File: config.mk
export PLATFORM = sky130hd
export DESIGN_NAME = configurable_crc_engine_core
export DESIGN_NICKNAME = d
export VERILOG_FILES = /design/src/design/cce_pkg.sv /design/src/design/cce_edge.sv /design/src/design/cce_fold.sv /design/src/design/configurable_crc_engine_core.sv
export SDC_FILE = /design/constraint.sdc
export NUM_CORES = 1
export LEC_CHECK = 0
export BUFFER_PORTS_ARGS = -buffer_cell sky130_fd_sc_hd__buf_2
export CORE_UTILIZATION = 65
export DETAILED_ROUTE_END_ITERATION = 10
export GPL_TIMING_DRIVEN = 0
export HOLD_SLACK_MARGIN = 0.06
export PLACE_DENSITY = 0.95
export SYNTH_ARGS = -nofsm -noshare
export SYNTH_HDL_FRONTEND = slang
export SYNTH_HIERARCHICAL = 1
export SYNTH_SLANG_ARGS = --single-unit
File: constraint.sdc
create_clock -name clk -period 20 [get_ports clk]
set_clock_uncertainty 0.1 [all_clocks]
set_input_delay 1 -clock clk [delete_from_list [all_inputs] [get_ports clk]]
set_output_delay 1 -clock clk [all_outputs]
set_load 0.01 [all_outputs]
File: src/design/cce_pkg.sv
// ----------------------------------------------------------------------------
// cce_pkg
// Shared types, register indexes and helper functions for the CRC engine.
// ----------------------------------------------------------------------------
package cce_pkg;

	localparam int CRC_W   = 32;
	localparam int BYTE_W  = 8;
	localparam int INDEX_W = 3;

	// configuration register indexes
	localparam logic [INDEX_W-1:0] REG_WIDTH_CODE = 3'd0;
	localparam logic [INDEX_W-1:0] REG_POLYNOMIAL = 3'd1;
	localparam logic [INDEX_W-1:0] REG_REFLECTED  = 3'd2;
	localparam logic [INDEX_W-1:0] REG_INVERT     = 3'd3;
	localparam logic [INDEX_W-1:0] REG_REVERSE    = 3'd4;

	// width codes
	localparam logic [1:0] WIDTH_8  = 2'd0;
	localparam logic [1:0] WIDTH_16 = 2'd1;
	localparam logic [1:0] WIDTH_24 = 2'd2;
	localparam logic [1:0] WIDTH_32 = 2'd3;

	localparam logic [CRC_W-1:0] RESET_POLY = 32'hEDB8_8320;

	typedef struct packed {
		logic [1:0]       width_code;
		logic [CRC_W-1:0] poly;
		logic             reflected;
		logic             invert;
		logic             reverse;
	} crc_cfg_t;

	// ones in the low bits covered by the crc width
	function automatic logic [CRC_W-1:0] width_mask(input logic [1:0] code);
		logic [CRC_W-1:0] m;
		case (code)
			WIDTH_8:  m = 32'h0000_00FF;
			WIDTH_16: m = 32'h0000_FFFF;
			WIDTH_24: m = 32'h00FF_FFFF;
			default:  m = 32'hFFFF_FFFF;
		endcase
		return m;
	endfunction

	// distance from the crc msb to bit 31
	function automatic logic [4:0] top_gap(input logic [1:0] code);
		logic [4:0] g;
		case (code)
			WIDTH_8:  g = 5'd24;
			WIDTH_16: g = 5'd16;
			WIDTH_24: g = 5'd8;
			default:  g = 5'd0;
		endcase
		return g;
	endfunction

	function automatic logic [CRC_W-1:0] bit_reverse(input logic [CRC_W-1:0] x);
		logic [CRC_W-1:0] r;
		for (int i = 0; i < CRC_W; i++) begin
			r[i] = x[CRC_W-1-i];
		end
		return r;
	endfunction

endpackage

File: src/design/cce_edge.sv
// ----------------------------------------------------------------------------
// cce_edge
// Entry/exit transform: optional invert, optional reverse within width, mask.
// ----------------------------------------------------------------------------
module cce_edge import cce_pkg::*; (
	input  crc_cfg_t         cfg,
	input  logic [CRC_W-1:0] crc_in,
	output logic [CRC_W-1:0] crc_out
);

	logic [CRC_W-1:0] mask;
	logic [CRC_W-1:0] inv;
	logic [CRC_W-1:0] rev;

	always_comb begin
		mask = width_mask(cfg.width_code);
		inv  = (cfg.invert ? ~crc_in : crc_in) & mask;
		// reversing the full word puts the field at the top, shift it back down
		rev  = bit_reverse(inv) >> top_gap(cfg.width_code);
		crc_out = (cfg.reverse ? rev : inv) & mask;
	end

endmodule

File: src/design/cce_fold.sv
// ----------------------------------------------------------------------------
// cce_fold
// Folds one message byte into the crc with eight shift-and-reduce steps.
// ----------------------------------------------------------------------------
module cce_fold import cce_pkg::*; (
	input  crc_cfg_t          cfg,
	input  logic [CRC_W-1:0]  crc_in,
	input  logic [BYTE_W-1:0] data,
	output logic [CRC_W-1:0]  crc_out
);

	logic [CRC_W-1:0] mask;
	logic [CRC_W-1:0] poly;
	logic [4:0]       gap;
	logic [CRC_W-1:0] lsb_crc;
	logic [CRC_W-1:0] msb_crc;
	logic [CRC_W-1:0] msb_poly;

	always_comb begin
		mask = width_mask(cfg.width_code);
		poly = cfg.poly & mask;
		gap  = top_gap(cfg.width_code);

		// lsb first
		lsb_crc = (crc_in & mask) ^ {{(CRC_W-BYTE_W){1'b0}}, data};
		for (int k = 0; k < BYTE_W; k++) begin
			lsb_crc = lsb_crc[0] ? ((lsb_crc >> 1) ^ poly) : (lsb_crc >> 1);
		end

		// msb first, done with the crc aligned to bit 31 so the top bit is fixed
		msb_poly = poly << gap;
		msb_crc  = ((crc_in & mask) << gap) ^ {data, {(CRC_W-BYTE_W){1'b0}}};
		for (int k = 0; k < BYTE_W; k++) begin
			msb_crc = msb_crc[CRC_W-1] ? ((msb_crc << 1) ^ msb_poly) : (msb_crc << 1);
		end

		crc_out = cfg.reflected ? lsb_crc : ((msb_crc >> gap) & mask);
	end

endmodule

File: src/design/configurable_crc_engine_core.sv
// ----------------------------------------------------------------------------
// configurable_crc_engine_core
// Items are held in the input registers, final crcs in the result register.
// Throughput: one byte per cycle unless a result waits on a full output; the
// entry transform, eight-step byte fold and exit transform sit between them.
// Reset: config registers take their defaults, running crc clears to zero.
// ----------------------------------------------------------------------------
module configurable_crc_engine_core import cce_pkg::*; (
	input  logic                clk,
	input  logic                arst_n,
	input  logic                cfg_write,
	input  logic [INDEX_W-1:0]  cfg_index,
	input  logic [CRC_W-1:0]    cfg_data,
	input  logic                in_valid,
	output logic                in_ready,
	input  logic [BYTE_W-1:0]   data_byte,
	input  logic                has_byte,
	input  logic                first_item,
	input  logic [CRC_W-1:0]    seed_value,
	input  logic                last_item,
	output logic                out_valid,
	input  logic                out_ready,
	output logic [CRC_W-1:0]    crc_value
);

	crc_cfg_t          cfg_q;
	logic [CRC_W-1:0]  running_crc_q;

	logic              valid_s1;
	logic [BYTE_W-1:0] data_s1;
	logic              has_s1;
	logic              first_s1;
	logic [CRC_W-1:0]  seed_s1;
	logic              last_s1;

	logic              out_valid_q;
	logic [CRC_W-1:0]  crc_value_q;

	logic [CRC_W-1:0]  entry_crc;
	logic [CRC_W-1:0]  base_crc;
	logic [CRC_W-1:0]  fold_crc;
	logic [CRC_W-1:0]  next_crc;
	logic [CRC_W-1:0]  exit_crc;
	logic              advance;

	always_ff @(posedge clk or negedge arst_n) begin
		if (!arst_n) begin
			cfg_q.width_code <= WIDTH_32;
			cfg_q.poly       <= RESET_POLY;
			cfg_q.reflected  <= 1'b1;
			cfg_q.invert     <= 1'b1;
			cfg_q.reverse    <= 1'b0;
		end else if (cfg_write) begin
			case (cfg_index)
				REG_WIDTH_CODE: cfg_q.width_code <= cfg_data[1:0];
				REG_POLYNOMIAL: cfg_q.poly       <= cfg_data;
				REG_REFLECTED:  cfg_q.reflected  <= cfg_data[0];
				REG_INVERT:     cfg_q.invert     <= cfg_data[0];
				REG_REVERSE:    cfg_q.reverse    <= cfg_data[0];
				default: begin
				end
			endcase
		end
	end

	// a staged transaction moves on unless it has a result and the output is full
	assign advance  = valid_s1 && (!last_s1 || !out_valid_q || out_ready);
	assign in_ready = !valid_s1 || advance;

	always_ff @(posedge clk or negedge arst_n) begin
		if (!arst_n) begin
			valid_s1 <= 1'b0;
		end else if (in_ready) begin
			valid_s1 <= in_valid;
		end
	end

	always_ff @(posedge clk) begin
		if (in_ready && in_valid) begin
			data_s1  <= data_byte;
			has_s1   <= has_byte;
			first_s1 <= first_item;
			seed_s1  <= seed_value;
			last_s1  <= last_item;
		end
	end

	cce_edge u_entry (
		.cfg     (cfg_q),
		.crc_in  (seed_s1),
		.crc_out (entry_crc)
	);

	assign base_crc = first_s1 ? entry_crc : running_crc_q;

	cce_fold u_fold (
		.cfg     (cfg_q),
		.crc_in  (base_crc),
		.data    (data_s1),
		.crc_out (fold_crc)
	);

	assign next_crc = has_s1 ? fold_crc : base_crc;

	cce_edge u_exit (
		.cfg     (cfg_q),
		.crc_in  (next_crc),
		.crc_out (exit_crc)
	);

	always_ff @(posedge clk or negedge arst_n) begin
		if (!arst_n) begin
			running_crc_q <= '0;
		end else if (advance) begin
			running_crc_q <= next_crc;
		end
	end

	always_ff @(posedge clk or negedge arst_n) begin
		if (!arst_n) begin
			out_valid_q <= 1'b0;
		end else if (advance && last_s1) begin
			out_valid_q <= 1'b1;
		end else if (out_ready) begin
			out_valid_q <= 1'b0;
		end
	end

	always_ff @(posedge clk) begin
		if (advance && last_s1) begin
			crc_value_q <= exit_crc;
		end
	end

	assign out_valid = out_valid_q;
	assign crc_value = crc_value_q;

endmodule

==> results.py <==
metrics = {
    "run_status": {
        "status": "finished clean",
    },
    "critical_path": {
        "crit_required_ns": 20.06,
        "rr_endpoint": "crc_value[5]",
        "worstPathArrival_ns": 9.54,
        "path_buf_inv": 4,
        "startpoint_type": "flop",
        "worst_r2r_path_depth": 28,
        "rrSetupSlack_ns": 10.53,
        "cpPeakStageDelay_ns": 0.67,
        "critPathTopFamily": "multiplexers",
        "critPathMaxFanout": 10,
        "cpMaxStageDelayCell": "mux4_2",
        "crit_type": "flop to flop",
        "cp-end-kind": "flop",
        "reg2reg_from": "cfg_q[0]",
        "cpMostUsedCell": "buf_2",
    },
    "layout": {
        "final_core_util_pct": 72.7,
        "layout.nets": 2512,
        "drive_gt1_share_pct": 15.3,
        "final_area_sq_um": 20500,
        "synthToLayoutAreaGrowth_pct": 8.74,
    },
    "floorplan": {
        "die-area_sq_um": 29700,
        "pin_count": 117,
        "initial_utilization_pct": 66.9,
        "dieHeight_um": 172,
        "core_sq_um": 28200,
        "rows": 61,
        "die_w_um": 172,
    },
    "sta": {
        "max_slew_margin_pct": 17.1,
        "setup_viol": 0,
        "slew_viol_final": 0,
        "min_period_ns": 9.47,
        "setup_slack_ns": 10.53,
        "max_freq_ghz": 0.106,
        "rsz0062_at_grt": "false",
        "hold_violations": 0,
        "setup_tns_ns": 0,
        "post-route-period-util_pct": 47.4,
        "worstMarginPinSlew_ns": 1.23,
    },
    "cts": {
        "clk_pin_slew_worst_paths_ns": 0.07,
        "cts_resized": 0,
        "clock_latency_ns": 0.45,
        "cts-buffers-inserted": 17,
        "clockBufferDepth": 2,
        "cts.hold.buffers_added": 0,
        "cts_max_level": 4,
        "cts_tree": "built",
        "cts_sinks": 146,
        "root_buffer": "clkbuf_16",
        "post_cts_buffers": 0,
    },
    "logic_synthesis": {
        "seq_area_frac_synth_pct": 21.5,
        "yosysWarningCount": 6,
        "synth_area_leader_cell": "xnor2_1",
        "postSynthCellCount": 2293,
        "synth_area_leaders": "xnor2_1, edfxtp_1, nand2_1",
        "synth_top_cells_by_count": "nand2_1, xnor2_1, nor2_1, mux2i_1, clkbuf_1",
        "async_reset_ff_share_pct": 48.6,
        "ys_seq_elements": 146,
        "yosysMostFrequentCell": "nand2_1",
        "synth_ff_type": "edfxtp_1",
        "synth_edf_count": 75,
        "synth.net_count": 2376,
        "avgSynthCellArea_sq_um": 8.21,
        "syn_area_sq_um": 18800,
        "synth_cell_types": 100,
        "synth_top_cell_area_share_pct": 17.9,
    },
    "drt": {
        "viasPerCell": 6.84,
        "final_antenna_net_count": 0,
        "drt_pre_antenna_iters": 7,
        "dr.first_iter.drc_count": 3247,
        "drc": 0,
        "vias": 19300,
        "routed_wl_um": 74600,
        "wire_per_inst_um": 26.4,
    },
    "global_route": {
        "grt_first_pass_wirelength_um": 109000,
        "grtUsageTotal_pct": 50.3,
        "grt_pass1_vias": 17800,
        "grt_max_degree": 72,
        "antenna_found_initial": 3,
        "grt_overflow": 0,
    },
    "min_path": {
        "min_to": "running_crc_q[28]",
        "holdPathStages": 1,
        "min_from": "running_crc_q[28]",
        "min_path_type": "flop to flop",
    },
    "placed_design": {
        "place_hpwl_um": 58000,
        "io_buffers": 116,
        "pre_cts_ws_ns": 11.16,
        "place_congestion": 1.05,
        "dpl_cell_area_sq_um": 19900,
    },
    "flow_run": {
        "maxCapViolations": 0,
    },
}
how the worst max path moves through the flow:
stage	startpoint	endpoint	cells after the start
floorplan	cfg_q[35]	crc_value[3]	27
global placement	cfg_q[35]	crc_value[14]	26
detailed placement	cfg_q[35]	crc_value[14]	28
CTS	cfg_q[35]	crc_value[14]	28
global route	cfg_q[0]	crc_value[12]	27
finish	cfg_q[0]	crc_value[5]	28
metrics by stage:
stage | std cells | hold slack (ns)
5_1_grt | 2820 | 0.405
3_3_place_gp | 2787 | 0.366
4_1_cts | 2820 | 0.390
3_5_place_dp | 2788 | 0.370
6_report | 2822 | 0.389
2_1_floorplan | 2293 | 0.352
cell usage in the layout, fill, tap and decap left out, types with 11 or more instances in the layout:
cell type,netlist,routed
o21a_1,14,14
a22oi_1,11,11
mux2i_1,126,126
nor3_1,23,23
inv_1,23,23
dfrtp_1,53,53
edfxtp_1,75,75
buf_1,24,24
o21ai_0,39,39
nand2_1,408,408
dfstp_2,18,18
a31oi_1,14,14
and3_1,26,25
and2_1,15,14
nand3_1,99,99
buf_6,13,13
xnor2_1,385,385
buf_2,36,151
clkbuf_1,111,111
mux4_2,19,19
xor2_1,65,65
mux2_2,64,64
a211oi_1,23,23
mux2_4,32,32
a21oi_1,79,79
a221oi_1,12,12
nor2_1,161,161
o21ai_1,11,11
o2bb2ai_1,33,33
nor2b_1,43,43
clkbuf_16,0,17
nand2b_1,34,34
worst reg2reg max path: cells and delay by family, from the launching register on:
family                    cells  cell delay [ns]
DFF                           1             0.58
xor gates and xnor gates      6             1.91
muxes                         6             2.29
AOI/OAI and AO/OA             5             1.65
and+or+nand+nor               7             1.37
buffers and inverters         4             1.28
final cells by class:
cell class | count | area, sq um
multi-input cells | 1932 | 13800
clock buffers | 18 | 439
fillers | 2110 | 7680
plain buffers | 192 | 928
inverters | 23 | 86.3
clock inverters | 14 | 124
well taps | 378 | 473
repair buffers | 117 | 603
diodes | 2 | 5.00
flip-flops and latches | 146 | 4050
layer usage:
layer  track usage (%)  vias up  wire [um]
li1                  -     8235          -
met1              62.9     8943      26500
met2              74.9     1701      31400
met3              17.2      430      11300
met4              29.9        0       5450
met5                 0        -          0
cells by family (layout without fill, tap and decap cells):
logic type	count (synthesis)	in the layout	synth area share, %
other	0	2	0
DFF	146	146	21.5
AOI/OAI and AO/OA	343	343	13.1
buffers and inverters	215	364	5.39
xor gates and xnor gates	467	467	22.8
and+or+nand+nor	875	875	21.2
muxes	247	247	16.0
sequential cells by signal, summed over array words and instances, names as in the netlist, 8 cells and up:
name and cells:
cfg_q 37, crc_value 32, data_s1 8, running_crc_q 32
seed_s1 32
Power is left out: the tool's default activity adds up to more than one toggle a clock period on the data nets, which glitch-free logic cannot reach.
